[config.mk]
export PLATFORM = sky130hd
export DESIGN_NAME = ltc_timecode_biphase_generator_core_flat
export DESIGN_NICKNAME = d
export VERILOG_FILES = /design/src/sv/ltcg_pkg.sv /design/src/sv/ltcg_if.sv /design/src/sv/ltc_timecode_biphase_generator_core.sv /design/src/sv/ltcg_frame_bit.sv /design/src/sv/ltcg_tc_counter.sv /design/src/flat_wrapper.sv
export VERILOG_INCLUDE_DIRS = /design/src /design/src/sv
export SDC_FILE = /design/constraint.sdc
export NUM_CORES = 1
export LEC_CHECK = 0
export BUFFER_PORTS_ARGS = -buffer_cell sky130_fd_sc_hd__buf_2
export CAP_MARGIN = 20
export CORE_MARGIN = 1
export CORE_UTILIZATION = 35
export CTS_CLUSTER_SIZE = 8
export DETAILED_ROUTE_END_ITERATION = 16
export MAX_ROUTING_LAYER = met4
export PLACE_DENSITY_LB_ADDON = 0.3
export SYNTH_ARGS = -nofsm -noshare
export SYNTH_HDL_FRONTEND = slang
export SYNTH_SLANG_ARGS = --single-unit
[constraint.sdc]
create_clock -name i_clk -period 12.18 [get_ports i_clk]
set_input_delay 1.827 -clock i_clk [delete_from_list [all_inputs] [get_ports i_clk]]
set_output_delay 1.827 -clock i_clk [all_outputs]
set_load 0.005 [all_outputs]
[src/sv/ltc_timecode_biphase_generator_core_assert.svh]
// ----------------------------------------------------------------------------
// ltc generator assertion macros
// shared concurrent assertion forms, clocked on i_clk, off while in reset
// ----------------------------------------------------------------------------
`ifndef LTC_TIMECODE_BIPHASE_GENERATOR_CORE_ASSERT_SVH
`define LTC_TIMECODE_BIPHASE_GENERATOR_CORE_ASSERT_SVH

// condition that must hold at every clock edge
`define LTCG_ASSERT_ALWAYS(lbl, cond, msg) \
    lbl: assert property (@(posedge i_clk) disable iff (!i_rst_n) (cond)) else $error(msg);

// condition that must hold in the cycle after a trigger
`define LTCG_ASSERT_NEXT(lbl, trig, cond, msg) \
    lbl: assert property (@(posedge i_clk) disable iff (!i_rst_n) (trig) |=> (cond)) \
        else $error(msg);

`endif

[src/sv/ltcg_pkg.sv]
// ----------------------------------------------------------------------------
// ltcg_pkg
// types, constants and digit helpers of the ltc timecode generator
// ----------------------------------------------------------------------------
`default_nettype none

package ltcg_pkg;

    // frame layout
    localparam int unsigned BITS_PER_FRAME = 80;
    localparam logic [6:0]  LAST_BIT       = 7'(BITS_PER_FRAME - 1);
    localparam logic [15:0] SYNC_WORD      = 16'h3FFD;  // msb sent first at bit 64

    // counter limits
    localparam logic [6:0] SECONDS_LIMIT = 7'd60;
    localparam logic [6:0] MINUTES_LIMIT = 7'd60;
    localparam logic [5:0] HOURS_LIMIT   = 6'd24;

    // configuration register indexes and reset values
    localparam int unsigned CFG_IDX_W = 2;
    localparam int unsigned CFG_DATA_W = 6;
    localparam logic [CFG_IDX_W-1:0] CFG_FRAME_LIMIT = 2'd0;
    localparam logic [CFG_IDX_W-1:0] CFG_DROP_MODE   = 2'd1;
    localparam logic [CFG_IDX_W-1:0] CFG_DROPPED     = 2'd2;
    localparam logic [5:0] FRAME_LIMIT_RST = 6'd25;

    typedef struct packed {
        logic [4:0] hours;
        logic [5:0] minutes;
        logic [5:0] seconds;
        logic [5:0] frames;
    } t_timecode;

    typedef struct packed {
        logic [5:0] frame_limit;
        logic       drop_mode;
        logic [2:0] dropped;
    } t_cfg;

    // tens digit of a value below 128, by reciprocal multiply (205/2048)
    function automatic logic [3:0] f_tens(input logic [6:0] v);
        logic [14:0] p;
        p = 15'(v) * 15'd205;
        return p[14:11];
    endfunction

    // units digit of a value below 128
    function automatic logic [3:0] f_units(input logic [6:0] v);
        logic [6:0] t10;
        logic [6:0] r;
        t10 = 7'(f_tens(v)) * 7'd10;
        r   = v - t10;
        return r[3:0];
    endfunction

endpackage

`default_nettype wire

[src/sv/ltcg_if.sv]
// ----------------------------------------------------------------------------
// ltcg channel interfaces
// valid/ready channels for tick/load items and for result items
// ----------------------------------------------------------------------------
`default_nettype none

interface ltcg_item_if;
    logic       valid;
    logic       ready;
    logic       mode;
    logic [4:0] load_hours;
    logic [5:0] load_minutes;
    logic [5:0] load_seconds;
    logic [5:0] load_frames;

    modport source (
        output valid, mode, load_hours, load_minutes, load_seconds, load_frames,
        input  ready
    );
    modport sink (
        input  valid, mode, load_hours, load_minutes, load_seconds, load_frames,
        output ready
    );
endinterface

interface ltcg_result_if;
    logic       valid;
    logic       ready;
    logic       line_level;
    logic [6:0] bit_position;
    logic [4:0] cur_hours;
    logic [5:0] cur_minutes;
    logic [5:0] cur_seconds;
    logic [5:0] cur_frames;

    modport source (
        output valid, line_level, bit_position, cur_hours, cur_minutes, cur_seconds,
               cur_frames,
        input  ready
    );
    modport sink (
        input  valid, line_level, bit_position, cur_hours, cur_minutes, cur_seconds,
               cur_frames,
        output ready
    );
endinterface

`default_nettype wire

[src/sv/ltc_timecode_biphase_generator_core.sv]
// ----------------------------------------------------------------------------
// ltc_timecode_biphase_generator_core
// smpte linear timecode generator with biphase-mark line coding
// ----------------------------------------------------------------------------
// usage:
//   i_item carries one item per handshake: mode 0 is one half-bit tick, mode 1
//   presets hours, minutes, seconds and frames. o_result returns one item for
//   each input item: line level, bit position and current timecode after it.
//   configuration (frame limit, drop mode, dropped frames) is written through
//   i_cfg_we / i_cfg_idx / i_cfg_data while no item is in flight.
// pipeline and throughput:
//   an item is registered at the input, then the state update and the result
//   register load happen together once the result register is free.
//   one item per cycle while o_result.ready is high, set by the state update loop.
// reset:
//   i_rst_n low clears the timecode, bit position, half and level to zero,
//   loads the register reset values and empties both stages.
// stall:
//   while the result is not taken the input stage still takes one more item;
//   after that i_item.ready drops until the result register drains.
// ----------------------------------------------------------------------------
`default_nettype none

`include "ltc_timecode_biphase_generator_core_assert.svh"

module ltc_timecode_biphase_generator_core (
    input  wire logic                               i_clk,
    input  wire logic                               i_rst_n,
    input  wire logic                               i_cfg_we,
    input  wire logic [ltcg_pkg::CFG_IDX_W-1:0]     i_cfg_idx,
    input  wire logic [ltcg_pkg::CFG_DATA_W-1:0]    i_cfg_data,
    ltcg_item_if.sink                               i_item,
    ltcg_result_if.source                           o_result
);

    // configuration registers
    ltcg_pkg::t_cfg r_cfg;

    always_ff @(posedge i_clk) begin
        if (!i_rst_n) begin
            r_cfg.frame_limit <= ltcg_pkg::FRAME_LIMIT_RST;
            r_cfg.drop_mode   <= 1'b0;
            r_cfg.dropped     <= 3'd0;
        end else if (i_cfg_we) begin
            unique case (i_cfg_idx)
                ltcg_pkg::CFG_FRAME_LIMIT: r_cfg.frame_limit <= i_cfg_data;
                ltcg_pkg::CFG_DROP_MODE:   r_cfg.drop_mode   <= i_cfg_data[0];
                ltcg_pkg::CFG_DROPPED:     r_cfg.dropped     <= i_cfg_data[2:0];
                default: ;
            endcase
        end
    end

    // handshake control
    logic r_in_valid;
    logic r_out_valid;
    logic out_free;
    logic proc;
    logic in_take;

    assign out_free       = !r_out_valid || o_result.ready;
    assign proc           = r_in_valid && out_free;
    assign i_item.ready   = !r_in_valid || proc;
    assign in_take        = i_item.valid && i_item.ready;
    assign o_result.valid = r_out_valid;

    // input stage
    logic                r_in_mode;
    ltcg_pkg::t_timecode r_in_load;

    always_ff @(posedge i_clk) begin
        if (!i_rst_n) begin
            r_in_valid <= 1'b0;
        end else if (in_take) begin
            r_in_valid <= 1'b1;
        end else if (proc) begin
            r_in_valid <= 1'b0;
        end
    end

    always_ff @(posedge i_clk) begin
        if (in_take) begin
            r_in_mode         <= i_item.mode;
            r_in_load.hours   <= i_item.load_hours;
            r_in_load.minutes <= i_item.load_minutes;
            r_in_load.seconds <= i_item.load_seconds;
            r_in_load.frames  <= i_item.load_frames;
        end
    end

    // coder state
    ltcg_pkg::t_timecode r_tc, n_tc;
    logic [6:0]          r_bit_cnt, n_bit_cnt;
    logic                r_half, n_half;
    logic                r_level, n_level;
    ltcg_pkg::t_timecode tc_adv;
    logic                cur_bit;

    ltcg_frame_bit u_frame_bit (
        .i_idx       (r_bit_cnt),
        .i_tc        (r_tc),
        .i_drop_mode (r_cfg.drop_mode),
        .o_bit       (cur_bit)
    );

    ltcg_tc_counter u_tc_counter (
        .i_tc  (r_tc),
        .i_cfg (r_cfg),
        .o_tc  (tc_adv)
    );

    // load, first half-bit or second half-bit
    always_comb begin
        n_tc      = r_tc;
        n_bit_cnt = r_bit_cnt;
        n_half    = r_half;
        n_level   = r_level;
        priority if (r_in_mode) begin
            n_tc = r_in_load;
        end else if (!r_half) begin
            n_level = r_level ^ cur_bit;
            n_half  = 1'b1;
        end else begin
            n_level = !r_level;
            n_half  = 1'b0;
            if (r_bit_cnt >= ltcg_pkg::LAST_BIT) begin
                n_bit_cnt = '0;
                n_tc      = tc_adv;
            end else begin
                n_bit_cnt = r_bit_cnt + 7'd1;
            end
        end
    end

    always_ff @(posedge i_clk) begin
        if (!i_rst_n) begin
            r_tc      <= '0;
            r_bit_cnt <= '0;
            r_half    <= 1'b0;
            r_level   <= 1'b0;
        end else if (proc) begin
            r_tc      <= n_tc;
            r_bit_cnt <= n_bit_cnt;
            r_half    <= n_half;
            r_level   <= n_level;
        end
    end

    // result register
    always_ff @(posedge i_clk) begin
        if (!i_rst_n) begin
            r_out_valid <= 1'b0;
        end else if (proc) begin
            r_out_valid <= 1'b1;
        end else if (o_result.ready) begin
            r_out_valid <= 1'b0;
        end
    end

    always_ff @(posedge i_clk) begin
        if (proc) begin
            o_result.line_level   <= n_level;
            o_result.bit_position <= n_bit_cnt;
            o_result.cur_hours    <= n_tc.hours;
            o_result.cur_minutes  <= n_tc.minutes;
            o_result.cur_seconds  <= n_tc.seconds;
            o_result.cur_frames   <= n_tc.frames;
        end
    end

    // checks
    logic second_tick;
    logic hold_tick;

    assign second_tick = proc && !r_in_mode && r_half;
    assign hold_tick   = proc && (r_in_mode || !r_half);

    `LTCG_ASSERT_ALWAYS(a_bit_range, r_bit_cnt <= ltcg_pkg::LAST_BIT, "bit past frame end")
    `LTCG_ASSERT_NEXT(a_half2_toggle, second_tick, $changed(r_level), "second half kept level")
    `LTCG_ASSERT_NEXT(a_bit_holds, hold_tick, $stable(r_bit_cnt), "bit moved off second half")
    `LTCG_ASSERT_ALWAYS(a_empty_takes, !r_in_valid |-> i_item.ready, "empty stage refused item")

endmodule

`default_nettype wire

[src/sv/ltcg_frame_bit.sv]
// ----------------------------------------------------------------------------
// ltcg_frame_bit
// value of one ltc frame bit from the live timecode and drop flag
// ----------------------------------------------------------------------------
`default_nettype none

module ltcg_frame_bit (
    input  wire logic [6:0]         i_idx,
    input  wire ltcg_pkg::t_timecode i_tc,
    input  wire logic               i_drop_mode,
    output logic                    o_bit
);

    logic [3:0] nib;

    // bcd nibble of the field that holds this bit
    always_comb begin
        unique case (i_idx[5:3])
            3'd0: nib = ltcg_pkg::f_units({1'b0, i_tc.frames});
            3'd1: nib = {1'b0, i_drop_mode, 2'(ltcg_pkg::f_tens({1'b0, i_tc.frames}))};
            3'd2: nib = ltcg_pkg::f_units({1'b0, i_tc.seconds});
            3'd3: nib = ltcg_pkg::f_tens({1'b0, i_tc.seconds}) & 4'h7;
            3'd4: nib = ltcg_pkg::f_units({1'b0, i_tc.minutes});
            3'd5: nib = ltcg_pkg::f_tens({1'b0, i_tc.minutes}) & 4'h7;
            3'd6: nib = ltcg_pkg::f_units({2'b00, i_tc.hours});
            default: nib = ltcg_pkg::f_tens({2'b00, i_tc.hours}) & 4'h3;
        endcase
    end

    // index past frame end, sync word region, data region, unused upper nibble of each byte
    always_comb begin
        priority if (i_idx > ltcg_pkg::LAST_BIT) begin
            o_bit = 1'b0;
        end else if (i_idx[6]) begin
            o_bit = ltcg_pkg::SYNC_WORD[~i_idx[3:0]];
        end else if (i_idx[2]) begin
            o_bit = 1'b0;
        end else begin
            o_bit = nib[i_idx[1:0]];
        end
    end

endmodule

`default_nettype wire

[src/sv/ltcg_tc_counter.sv]
// ----------------------------------------------------------------------------
// ltcg_tc_counter
// one-frame advance of the timecode with drop-frame restart
// ----------------------------------------------------------------------------
`default_nettype none

module ltcg_tc_counter (
    input  wire ltcg_pkg::t_timecode i_tc,
    input  wire ltcg_pkg::t_cfg      i_cfg,
    output ltcg_pkg::t_timecode      o_tc
);

    logic [6:0] fr_inc;
    logic [6:0] sec_inc;
    logic [6:0] min_inc;
    logic [5:0] hr_inc;

    assign fr_inc  = {1'b0, i_tc.frames} + 7'd1;
    assign sec_inc = {1'b0, i_tc.seconds} + 7'd1;
    assign min_inc = {1'b0, i_tc.minutes} + 7'd1;
    assign hr_inc  = {1'b0, i_tc.hours} + 6'd1;

    // frames, then seconds, minutes, hours ripple
    always_comb begin
        o_tc = i_tc;
        if (fr_inc < {1'b0, i_cfg.frame_limit}) begin
            o_tc.frames = fr_inc[5:0];
        end else begin
            o_tc.frames = '0;
            if (sec_inc < ltcg_pkg::SECONDS_LIMIT) begin
                o_tc.seconds = sec_inc[5:0];
            end else begin
                o_tc.seconds = '0;
                // non-tenth minute skips the first frame numbers
                if (i_cfg.drop_mode && (ltcg_pkg::f_units(min_inc) != 4'd0)) begin
                    o_tc.frames = {3'b000, i_cfg.dropped};
                end
                if (min_inc < ltcg_pkg::MINUTES_LIMIT) begin
                    o_tc.minutes = min_inc[5:0];
                end else begin
                    o_tc.minutes = '0;
                    o_tc.hours   = (hr_inc >= ltcg_pkg::HOURS_LIMIT) ? 5'd0 : hr_inc[4:0];
                end
            end
        end
    end

endmodule

`default_nettype wire
[src/flat_wrapper.sv]
// flat-port wrapper written by rule: the top's interface ports become plain ports
module ltc_timecode_biphase_generator_core_flat 
  (i_clk, i_rst_n, i_cfg_we, i_cfg_idx, i_cfg_data, i_item_valid, i_item_mode, i_item_load_hours, i_item_load_minutes, i_item_load_seconds, i_item_load_frames, i_item_ready, o_result_valid, o_result_line_level, o_result_bit_position, o_result_cur_hours, o_result_cur_minutes, o_result_cur_seconds, o_result_cur_frames, o_result_ready);
  ltcg_item_if i_item_i ();
  ltcg_result_if o_result_i ();
  input  wire logic i_clk;
  input  wire logic i_rst_n;
  input  wire logic i_cfg_we;
  input  wire logic [ltcg_pkg::CFG_IDX_W-1:0] i_cfg_idx;
  input  wire logic [ltcg_pkg::CFG_DATA_W-1:0] i_cfg_data;
  input wire logic [$bits(i_item_i.valid)-1:0] i_item_valid;
  input wire logic [$bits(i_item_i.mode)-1:0] i_item_mode;
  input wire logic [$bits(i_item_i.load_hours)-1:0] i_item_load_hours;
  input wire logic [$bits(i_item_i.load_minutes)-1:0] i_item_load_minutes;
  input wire logic [$bits(i_item_i.load_seconds)-1:0] i_item_load_seconds;
  input wire logic [$bits(i_item_i.load_frames)-1:0] i_item_load_frames;
  output wire logic [$bits(i_item_i.ready)-1:0] i_item_ready;
  output wire logic [$bits(o_result_i.valid)-1:0] o_result_valid;
  output wire logic [$bits(o_result_i.line_level)-1:0] o_result_line_level;
  output wire logic [$bits(o_result_i.bit_position)-1:0] o_result_bit_position;
  output wire logic [$bits(o_result_i.cur_hours)-1:0] o_result_cur_hours;
  output wire logic [$bits(o_result_i.cur_minutes)-1:0] o_result_cur_minutes;
  output wire logic [$bits(o_result_i.cur_seconds)-1:0] o_result_cur_seconds;
  output wire logic [$bits(o_result_i.cur_frames)-1:0] o_result_cur_frames;
  input wire logic [$bits(o_result_i.ready)-1:0] o_result_ready;
  assign i_item_i.valid = i_item_valid;
  assign i_item_i.mode = i_item_mode;
  assign i_item_i.load_hours = i_item_load_hours;
  assign i_item_i.load_minutes = i_item_load_minutes;
  assign i_item_i.load_seconds = i_item_load_seconds;
  assign i_item_i.load_frames = i_item_load_frames;
  assign i_item_ready = i_item_i.ready;
  assign o_result_valid = o_result_i.valid;
  assign o_result_line_level = o_result_i.line_level;
  assign o_result_bit_position = o_result_i.bit_position;
  assign o_result_cur_hours = o_result_i.cur_hours;
  assign o_result_cur_minutes = o_result_i.cur_minutes;
  assign o_result_cur_seconds = o_result_i.cur_seconds;
  assign o_result_cur_frames = o_result_i.cur_frames;
  assign o_result_i.ready = o_result_ready;
  ltc_timecode_biphase_generator_core u_core (.i_clk(i_clk), .i_rst_n(i_rst_n), .i_cfg_we(i_cfg_we), .i_cfg_idx(i_cfg_idx), .i_cfg_data(i_cfg_data), .i_item(i_item_i), .o_result(o_result_i));
endmodule
# [Yosys cells after proc, flatten, opt, wreduce, memory -nomap -nowiden]
# Memories as Yosys holds them, arrays and structs flattened.
# Cells that the tools add are included.
[totals] reg_bits=99 mem_bits_ro=16 in_bits=37 out_inout_bits=33 elab_cells=109 memories=1
[classes] addsub=10 mul=10 order_cmp=8 eq_ne=8 muxes=29 bitwise_logic=3 n_reduce_logical=17
[memory_table] name="(no name shown)" depth=16 width=1 rd=1 rd_ports_with_merged_regs=0 write_ports=0 line_no="ltcg_frame_bit.sv:35" text="o_bit = ltcg_pkg::SYNC_WORD[~i_idx[3:0]];"
[ops] cell="23-bit 2-to-1 mux" count=3
[ops] cell="6-bit by 8-bit multiplier with 14-bit output (second input constant)" count=3
[ops] cell="4-bit case mux with 7 select lines" count=1
[ops] cell="6-bit 2-to-1 mux" count=4
[ops] cell="6-bit by 1-bit adder with 7-bit output (second input constant)" count=3
[ops] cell="7-bit 2-to-1 mux" count=3
[ops] cell="4-bit subtractor" count=5
[ops] cell="17-bit 2-to-1 mux" count=1
[ops] cell="7-bit by 8-bit multiplier with 15-bit output (second input constant)" count=1
[ops] cell="7-bit by 6-bit less-than comparator with 1-bit output (second input constant)" count=2
[ops] cell="5-bit by 8-bit multiplier with 13-bit output (second input constant)" count=1
[ops] cell="1-bit 2-to-1 mux" count=12
[ops] cell="11-bit 2-to-1 mux" count=1
[ops] cell="5-bit 2-to-1 mux" count=2
[ops] cell="3-bit == test (second input constant)" count=3
[ops] cell="3-bit by 3-bit multiplier with 3-bit output (second input constant)" count=3
[ops] cell="2-bit AND reduction" count=4
[ops] cell="7-bit by 1-bit adder with 7-bit output (second input constant)" count=1
[ops] cell="7-bit greater-or-equal comparator (second input constant)" count=1
[ops] cell="7-bit > comparator (second input constant)" count=1
[ops] cell="7-bit by 6-bit less-than comparator with 1-bit output" count=1
[ops] cell="5-bit by 1-bit adder with 6-bit output (second input constant)" count=1
[ops] cell="3-bit by 2-bit == test with 1-bit output (second input constant)" count=2
[ops] cell="6-bit by 5-bit greater-or-equal comparator with 1-bit output (second input constant)" count=1
[ops] cell="other kinds (19)" count=25

# [Logic depth before layout (Yosys ltp)]
# Gate-level depths: netlist of the first run.
[depth] word_depth=12 depth_mapped=29 mapped_depth_nobuf=28

# [Modules after synthesis]
# Synthesis of the first run repeated with hierarchy kept, for this count alone.
[hier_totals] hier_cells=994 hier_area_um2=9256.4
[by_module_without_submodules] module="ltc_timecode_biphase_generator_core" instances=1 cells_per_inst=426 area_per_inst_um2=4453.0 seq_area_each_um2=2532.4
[by_module_without_submodules] module="ltcg_frame_bit" instances=1 cells_per_inst=322 area_per_inst_um2=2959.1 seq_area_each_um2=0.0
[by_module_without_submodules] module="ltcg_tc_counter" instances=1 cells_per_inst=246 area_per_inst_um2=1844.3 seq_area_each_um2=0.0

# [Worst setup path after synthesis of the first run]
# Ideal clock, no wire load.
[synth_timing] kind="register to register" startpoint="reg u_core.r_tc[12] (netlist name)" endpoint="reg u_core.o_result.cur_frames[0] (netlist name), data pin" setup_time_ps=195 arrival_ps=5787 slack_ps=6198 stages_incl_launch_ff=30 path_buffers=1 cell_sequence="dfxtp_1 ha_1 clkbuf_1 nand2_1 xnor2_1 inv_1 xnor2_1 inv_1 fa_1 inv_1 ha_1 inv_1 fa_1 inv_1 ha_1 o21ai_0 a21oi_1 o41a_1 xor2_1 ha_1 inv_1 fa_1 xnor2_1 xnor2_1 xnor2_1 xor2_1 nand3_1 mux2i_1 o21ai_0 o311ai_0"
[synth_lines] element="start: declaration" line_no="ltc_timecode_biphase_generator_core.sv:92" text="ltcg_pkg::t_timecode r_tc, n_tc;"
[synth_lines] element="start signal: assignment" line_no="ltc_timecode_biphase_generator_core.sv:142" text="r_tc <= n_tc;"
[synth_lines] element="end signal: assignment" line_no="ltc_timecode_biphase_generator_core.sv:167" text="o_result.cur_frames <= n_tc.frames;"
[synth_lines] element="end: declaration" line_no="ltcg_if.sv:38" text="cur_frames,"

==> results of run 1 <==
## worst min-delay path by stage
stage | depth (start not counted) | slack [ns] | endpoint | startpoint
final | 2 | 0.50 | u_core.r_level$_SDFFE_PN0P_ | u_core.r_level$_SDFFE_PN0P_
after global routing | 2 | 0.51 | u_core.r_level$_SDFFE_PN0P_ | u_core.r_level$_SDFFE_PN0P_
after CTS | 2 | 0.50 | u_core.r_level$_SDFFE_PN0P_ | u_core.r_level$_SDFFE_PN0P_
after detailed placement | 2 | 0.49 | u_core.r_cfg[4]$_SDFFE_PN1P_ | u_core.r_cfg[4]$_SDFFE_PN1P_
after global placement | 2 | 0.47 | u_core.r_level$_SDFFE_PN0P_ | u_core.r_level$_SDFFE_PN0P_
after floorplan | 2 | 0.44 | u_core.r_cfg[4]$_SDFFE_PN1P_ | u_core.r_cfg[4]$_SDFFE_PN1P_
## critical path, delay by kind of cell (launching register included)
| family | cells | cell delay (ns) |
|---|---|---|
| xor+xnor | 7 | 1.73 |
| simple gates | 2 | 0.21 |
| flops | 1 | 0.69 |
| buf+inv | 6 | 0.43 |
| fa+ha+maj | 7 | 2.51 |
| mux | 1 | 0.22 |
| compound gates | 5 | 0.79 |
## flip-flops by register name, indices dropped and copies added, names as in the netlist
name and count:
u_core.r_level 1, u_core.o_result.cur_seconds 6, u_core.o_result.cur_frames 6, u_core.o_result.line_level 1, u_core.r_in_load 23, u_core.r_tc 23, u_core.r_in_mode 1, u_core.o_result.valid 1
u_core.o_result.cur_hours 5, u_core.r_half 1, u_core.o_result.cur_minutes 6, u_core.r_bit_cnt 7, u_core.r_cfg 10, u_core.o_result.bit_position 7, u_core.r_in_valid 1
## stage by stage
stage / setup slack [ns] / area, sq um / power [mW] / hold WS, ns
after detailed placement: 5.37 / 9460 / 0.534 / 0.490
after global routing: 4.81 / 9740 / 0.855 / 0.513
after CTS: 5.35 / 9740 / 0.820 / 0.502
after floorplan: 6.20 / 8830 / 0.486 / 0.442
final: 5.40 / 9740 / 0.808 / 0.500
after global placement: 5.60 / 9460 / 0.531 / 0.465
## Yosys cell counts, types with 14 or more instances
library cell and instances:
mux2i_1 22, nand2_1 102, a21oi_1 34, xnor2_1 24, ha_1 139, inv_1 117, o21ai_1 15, nand3_1 32
clkbuf_1 22, nor2b_1 14, nor2_1 41, edfxtp_1 55, dfxtp_1 44, o21ai_0 38, fa_1 32, xor2_1 18
## kinds of logic (layout without fill, tap and decap cells)
kind of cell / after synthesis / in the layout / synth area share [%]
DFF: 99 / 99 / 28.7
and+or+nand+nor: 255 / 255 / 14.1
muxes: 25 / 25 / 2.87
buffers and inverters: 152 / 210 / 7.11
xor gates and xnor gates: 43 / 43 / 4.43
adders and majority gates: 171 / 171 / 26.9
AOI/OAI and AO/OA: 206 / 206 / 15.9
## final cells by class
cell class | instances | area [sq um] | area share, %
multi-input combinational | 700 | 5680 | 58.3
sequential | 99 | 2530 | 26.0
inverter | 117 | 439 | 4.51
timing repair buffer | 77 | 405 | 4.16
tap | 324 | 405 | 4.16
clock buffer | 11 | 243 | 2.49
clock inverter | 5 | 35.0 | 0.360
## routing by layer
| metal | wire, um | global-route usage (%) | vias to the layer above |
|---|---|---|---|
| li1 | - | - | 3443 |
| met1 | 10400 | 23.4 | 3279 |
| met2 | 10200 | 29.2 | 120 |
| met3 | 711 | 2.56 | 16 |
| met4 | 247 | 3.64 | 0 |
| met5 | 0 | - | - |
## report_power, final
group / switching (mW) / internal, mW / total (mW) / leakage [nW]
combinational: 0.0832 / 0.0585 / 0.142 / 3.52
clock: 0.137 / 0.146 / 0.283 / 0.141
sequential: 0.0139 / 0.369 / 0.383 / 0.887
total: 0.234 / 0.574 / 0.808 / 4.55
==> impl_results.md, run 1 <==
- Status: finished, final reports clean
- Vias per std cell: about 5.1
- Power per cell area: between 80 and 90 nW/um^2
- Fin util: slightly below 40%
- CP Class: reg2reg
- Leading cell type in the layout, fill and taps excluded: ha_1
- H-tree Lvls: 3
- Area grow syn2layout: 10.2%
- Dpl cells: between 1,000 and 1,500
- CTS tree: done
- WL final: 21,600 um
- Row count: 57
- Worst r2r src: u_core.r_tc[12]$_SDFFE_PN0P_
- Commonest non-fill, non-tap cells in the layout: 139 x ha_1, 116 x inv_1, 102 x nand2_1, 69 x buf_2, 55 x edfxtp_1
- Die W: about 160 um
- Vias: roughly 7,000
- Number of nets with antenna violations after routing: 0
- CP Max Fanout: 15
- Worst path slowest cell: dfxtp_1
- Clock Pin Slew Worst Setup and Hold Paths: roughly 0.070 ns
- Period utilisation layout: a little under three fifths
- GRT Resource Usage Total: 17.8%
- Total grt overflow: 0
- Critical Path Most Common Cell: inv_1
- Area contributors post-synth: ha_1 20%, edfxtp_1 19%, dfxtp_1 10%
- HP Class: reg2reg
- Critical Path End Type: flip-flop
- Slew Limit Fails: 0
- YS warnings: 0
- Slew margin rel.: 40.8%
- Syn Inst Count: ~950
- Initial antenna violation count: 0
- Area leader, netlist: ha_1
- Drt pass-1 iters: 7
- Hpwl dp: 16,400 um
- Vias in the first global route: between 6,000 and 7,000
- P_leak: roughly 4.5 nW
- Clock Path Buffers: 2
- Worst Path Required: 12.34 ns
- Crit path launch: u_core.r_tc[12]$_SDFFE_PN0P_
- Initial Util: a little over a third
- Layout Skew: roughly 0.013 ns
- IO Port Bufs: between 60 and 70
- Yosys reg bits: 99
- First-pass GRT wire length: 35,700 um
- CTS Buf Count: 9
- Clk_lat worst skew: 0.36 ns
- Reg2Reg Setup Slack: ~5.4 ns
- Routability cong.: about 0.91
- I/O pins: 70
- Cts repair resizes: 0
- Slew @ Worst Pin: 0.888 ns
- Setup Fix Bufs, Post-CTS: 0
- # fillers: roughly 2,500
- DRC Markers: 0
- Hold-fix buffer count after cts: 0
- F_max: around 150 MHz
- Post-Syn Area: between 8000 and 9000 sq um
- Syn nets: approximately 1,200
- Async SR Flop Fraction: 0%
- Share of the yosys chip area belonging to registers: ~29%
- Max Cap Viol: 0
- Worst R2R Path Depth: 28
- Iter 0 DRT Violations: ~400
- Root Driver: clkbuf_16
- EDFF count, synth: 55
- Worst Setup Start Kind: flip-flop
- Clk sinks: 99
- Area share of the largest cell type after synthesis: between 10% and 20%
- Total core area: about 25,000 sq um
- Worst setup path endpoint: u_core.o_result.cur_frames[1]$_DFFE_PP_
- Yosys cell types: 84
- R2r endpoint: u_core.o_result.cur_frames[1]$_DFFE_PP_
- DIE AREA: roughly 26,000 sq um
- Die height: between 150 and 200 um
- Unrepaired setup endpoints after global routing: false
- Max VDD drop: between 0.00004 and 0.00005 V
- CP arrival: just under 7 ns
- Min Tclk post-route: slightly below 7 ns
- Pin count of the biggest net entering global routing: 50
- CP peak stage delay: 0.69 ns
- Wire per inst: 16.2 um
- Syn Area/Cell: about 9.3 sq um
- Non-Filler Instances: about 1,300
- Top_reg_cell synth: edfxtp_1
- Share of post-route cells with drive strength above 1: between 10% and 20%
- Endpoints failing setup: 0
- NumNets Final: approximately 1,200
- Hold Fails Final Rpt: 0
- Diodes inserted: 0
- Sum Neg Setup Slack: 0 ns
Note: power is estimated with default switching activity, not from simulation.
==> run 2: changes to the inputs <==
Clock period 12.18 ns to 6.9 ns, I/O delays scaled along.
==> impl_results.md, run 2 (synthesis results as in run 1) <==
- Status: finished, final reports clean
- IO Port Bufs: between 60 and 70
- Row count: 57
- Clock Path Buffers: 2
- Wire per inst: 16.2 um
- Drt pass-1 iters: 5
- WL final: 21,700 um
- Area of the multi-input gates: between 5000 and 6000 sq um
- CP Max Fanout: 7
- Final worst slack: between 0.6 and 0.7 ns
- F_max: around 160 MHz
- FF/Latch Area: approximately 2500 sq um
- Sum Neg Setup Slack: 0 ns
- DRC Markers: 0
- Hpwl dp: roughly 16,000 um
- Leading cell type in the layout, fill and taps excluded: ha_1
- Total power: approximately 1.4 mW
- CP peak stage delay: 0.52 ns
- HP Class: reg2reg
- Max VDD drop: approximately 0.00009 V
- Worst Setup Start Kind: flip-flop
- Min Tclk post-route: about 6.3 ns
- Hold Fails Final Rpt: 0
- Min-Delay Path Depth: 2
- Worst Path Required: 7.05 ns
- Endpoints failing setup: 0
- Slew Limit Fails: 0
- Power per cell area: ~150 nW/um^2
- Root Driver: clkbuf_16
- Layout Skew: 0.0130 ns
- Number of nets with antenna violations after routing: 0
- P_leak: between 4 and 5 nW
- Slew @ Worst Pin: a little under 0.9 ns
- Max Cap Viol: 0
- Clk_lat worst skew: 0.36 ns
- Non-Filler Instances: between 1,000 and 1,500
- Final Hold Slack: a little under 0.5 ns
- Total core area: 24,500 sq um
- Vias in the first global route: a little over 7,000
- Dpl cells: 1,320
- Worst path slowest cell: fa_1
- Iter 0 DRT Violations: between 400 and 500
- I/O pins: 70
- GRT Resource Usage Total: 18.0%
- Fin util: around 40%
- Setup Fix Bufs, Post-CTS: 0
- CTS Buf Count: 9
- Die height: between 150 and 200 um
- # fillers: 2,496
- Initial Util: 36.0%
- Total grt overflow: 0
- Vias: 6,947
- Routability cong.: between 0.9 and 1
- Pin count of the biggest net entering global routing: 50
- NumNets Final: ~1,200
- DIE AREA: roughly 26,000 sq um
- Die W: 161 um
- Critical Path Most Common Cell: inv_1
- Placed cell area: between 9000 and 10,000 sq um
- Commonest non-fill, non-tap cells in the layout: 138 x ha_1, 116 x inv_1, 102 x nand2_1, 69 x buf_2, 55 x edfxtp_1
- Initial antenna violation count: 0
- Clk sinks: 99
- CP Class: reg2reg
- Area grow syn2layout: 10.8%
- Design area: just under 10,000 sq um
- Critical Path End Type: flip-flop
- Hold-fix buffer count after cts: 0
- CTS tree: done
- Slew margin rel.: 40.4%
- H-tree Lvls: 3
- Share of post-route cells with drive strength above 1: approximately an eighth
- First-pass GRT wire length: 36,000 um
- Diodes inserted: 0
- CP arrival: 6.41 ns
- Reg2Reg Setup Slack: approximately 0.65 ns
- Period utilisation layout: between 90% and 100%
- Biggest regs: u_core.r_in_load x23, u_core.r_tc x23, u_core.r_cfg x10
- Worst R2R Path Depth: 28
- Post-Place Setup Slack: between 0.4 and 0.5 ns
- Clock Pin Slew Worst Setup and Hold Paths: 0.07 ns
- Vias per std cell: ~5.2
run 2: cell count changes in the layout (fill, tap and decap cells not counted), sizes merged:
cell      before  now
buf           77   80
clkinvlp       0    1
clkinv         1    3
inv          121  118
run 2: layout make-up:
type	count	area share (%)
Sequential cell	99	25.9
Inverter	117	4.49
Timing Repair Buffer	80	4.37
Multi-Input combinational cell	700	58.3
Clock inverter	5	0.396
Tap cell	324	4.14
Clock buffer	11	2.48
run 2: worst max-delay path, delay by kind of cell (launching register included):
family / cells / cell delay, ns
buf+inv: 6 / 0.38
mux: 1 / 0.19
simple gates: 2 / 0.24
xor+xnor: 7 / 1.53
flops: 1 / 0.44
fa+ha+maj: 7 / 2.40
compound gates: 5 / 0.84
run 2: report_power, final:
group,internal (mW),leakage (nW),switching [mW],total (mW)
logic,0.105,3.54,0.150,0.255
registers,0.652,0.887,0.0227,0.674
clock network,0.257,0.136,0.239,0.497
run 2: path summary, 6_finish.rpt:
| path | startpoint | end |
|---|---|---|
| setup / recovery | u_core.r_tc[13]$_SDFFE_PN0P_ | u_core.o_result.cur_frames[2]$_DFFE_PP_ |
| hold / removal | u_core.r_level$_SDFFE_PN0P_ | u_core.r_level$_SDFFE_PN0P_ |
| setup reg to reg | u_core.r_tc[13]$_SDFFE_PN0P_ | u_core.o_result.cur_frames[2]$_DFFE_PP_ |
| hold reg to reg | u_core.r_level$_SDFFE_PN0P_ | u_core.r_level$_SDFFE_PN0P_ |
run 2: timing repair:
| action | CTS | global route |
|---|---|---|
| gates resized for setup | 0 | 4 |
| endpoints found under the hold margin | 0 | 0 |
| setup endpoints to repair | 0 | 6 |
run 2: routing by layer:
layer / vias to the layer above / share of wire, % / global-route usage [%]
li1: 3469 / - / -
met3: 22 / 4.3 / 2.84
met1: 3296 / 47 / 23.1
met4: 0 / 1.5 / 4.46
met2: 160 / 47 / 29.6
met5: - / 0 / -
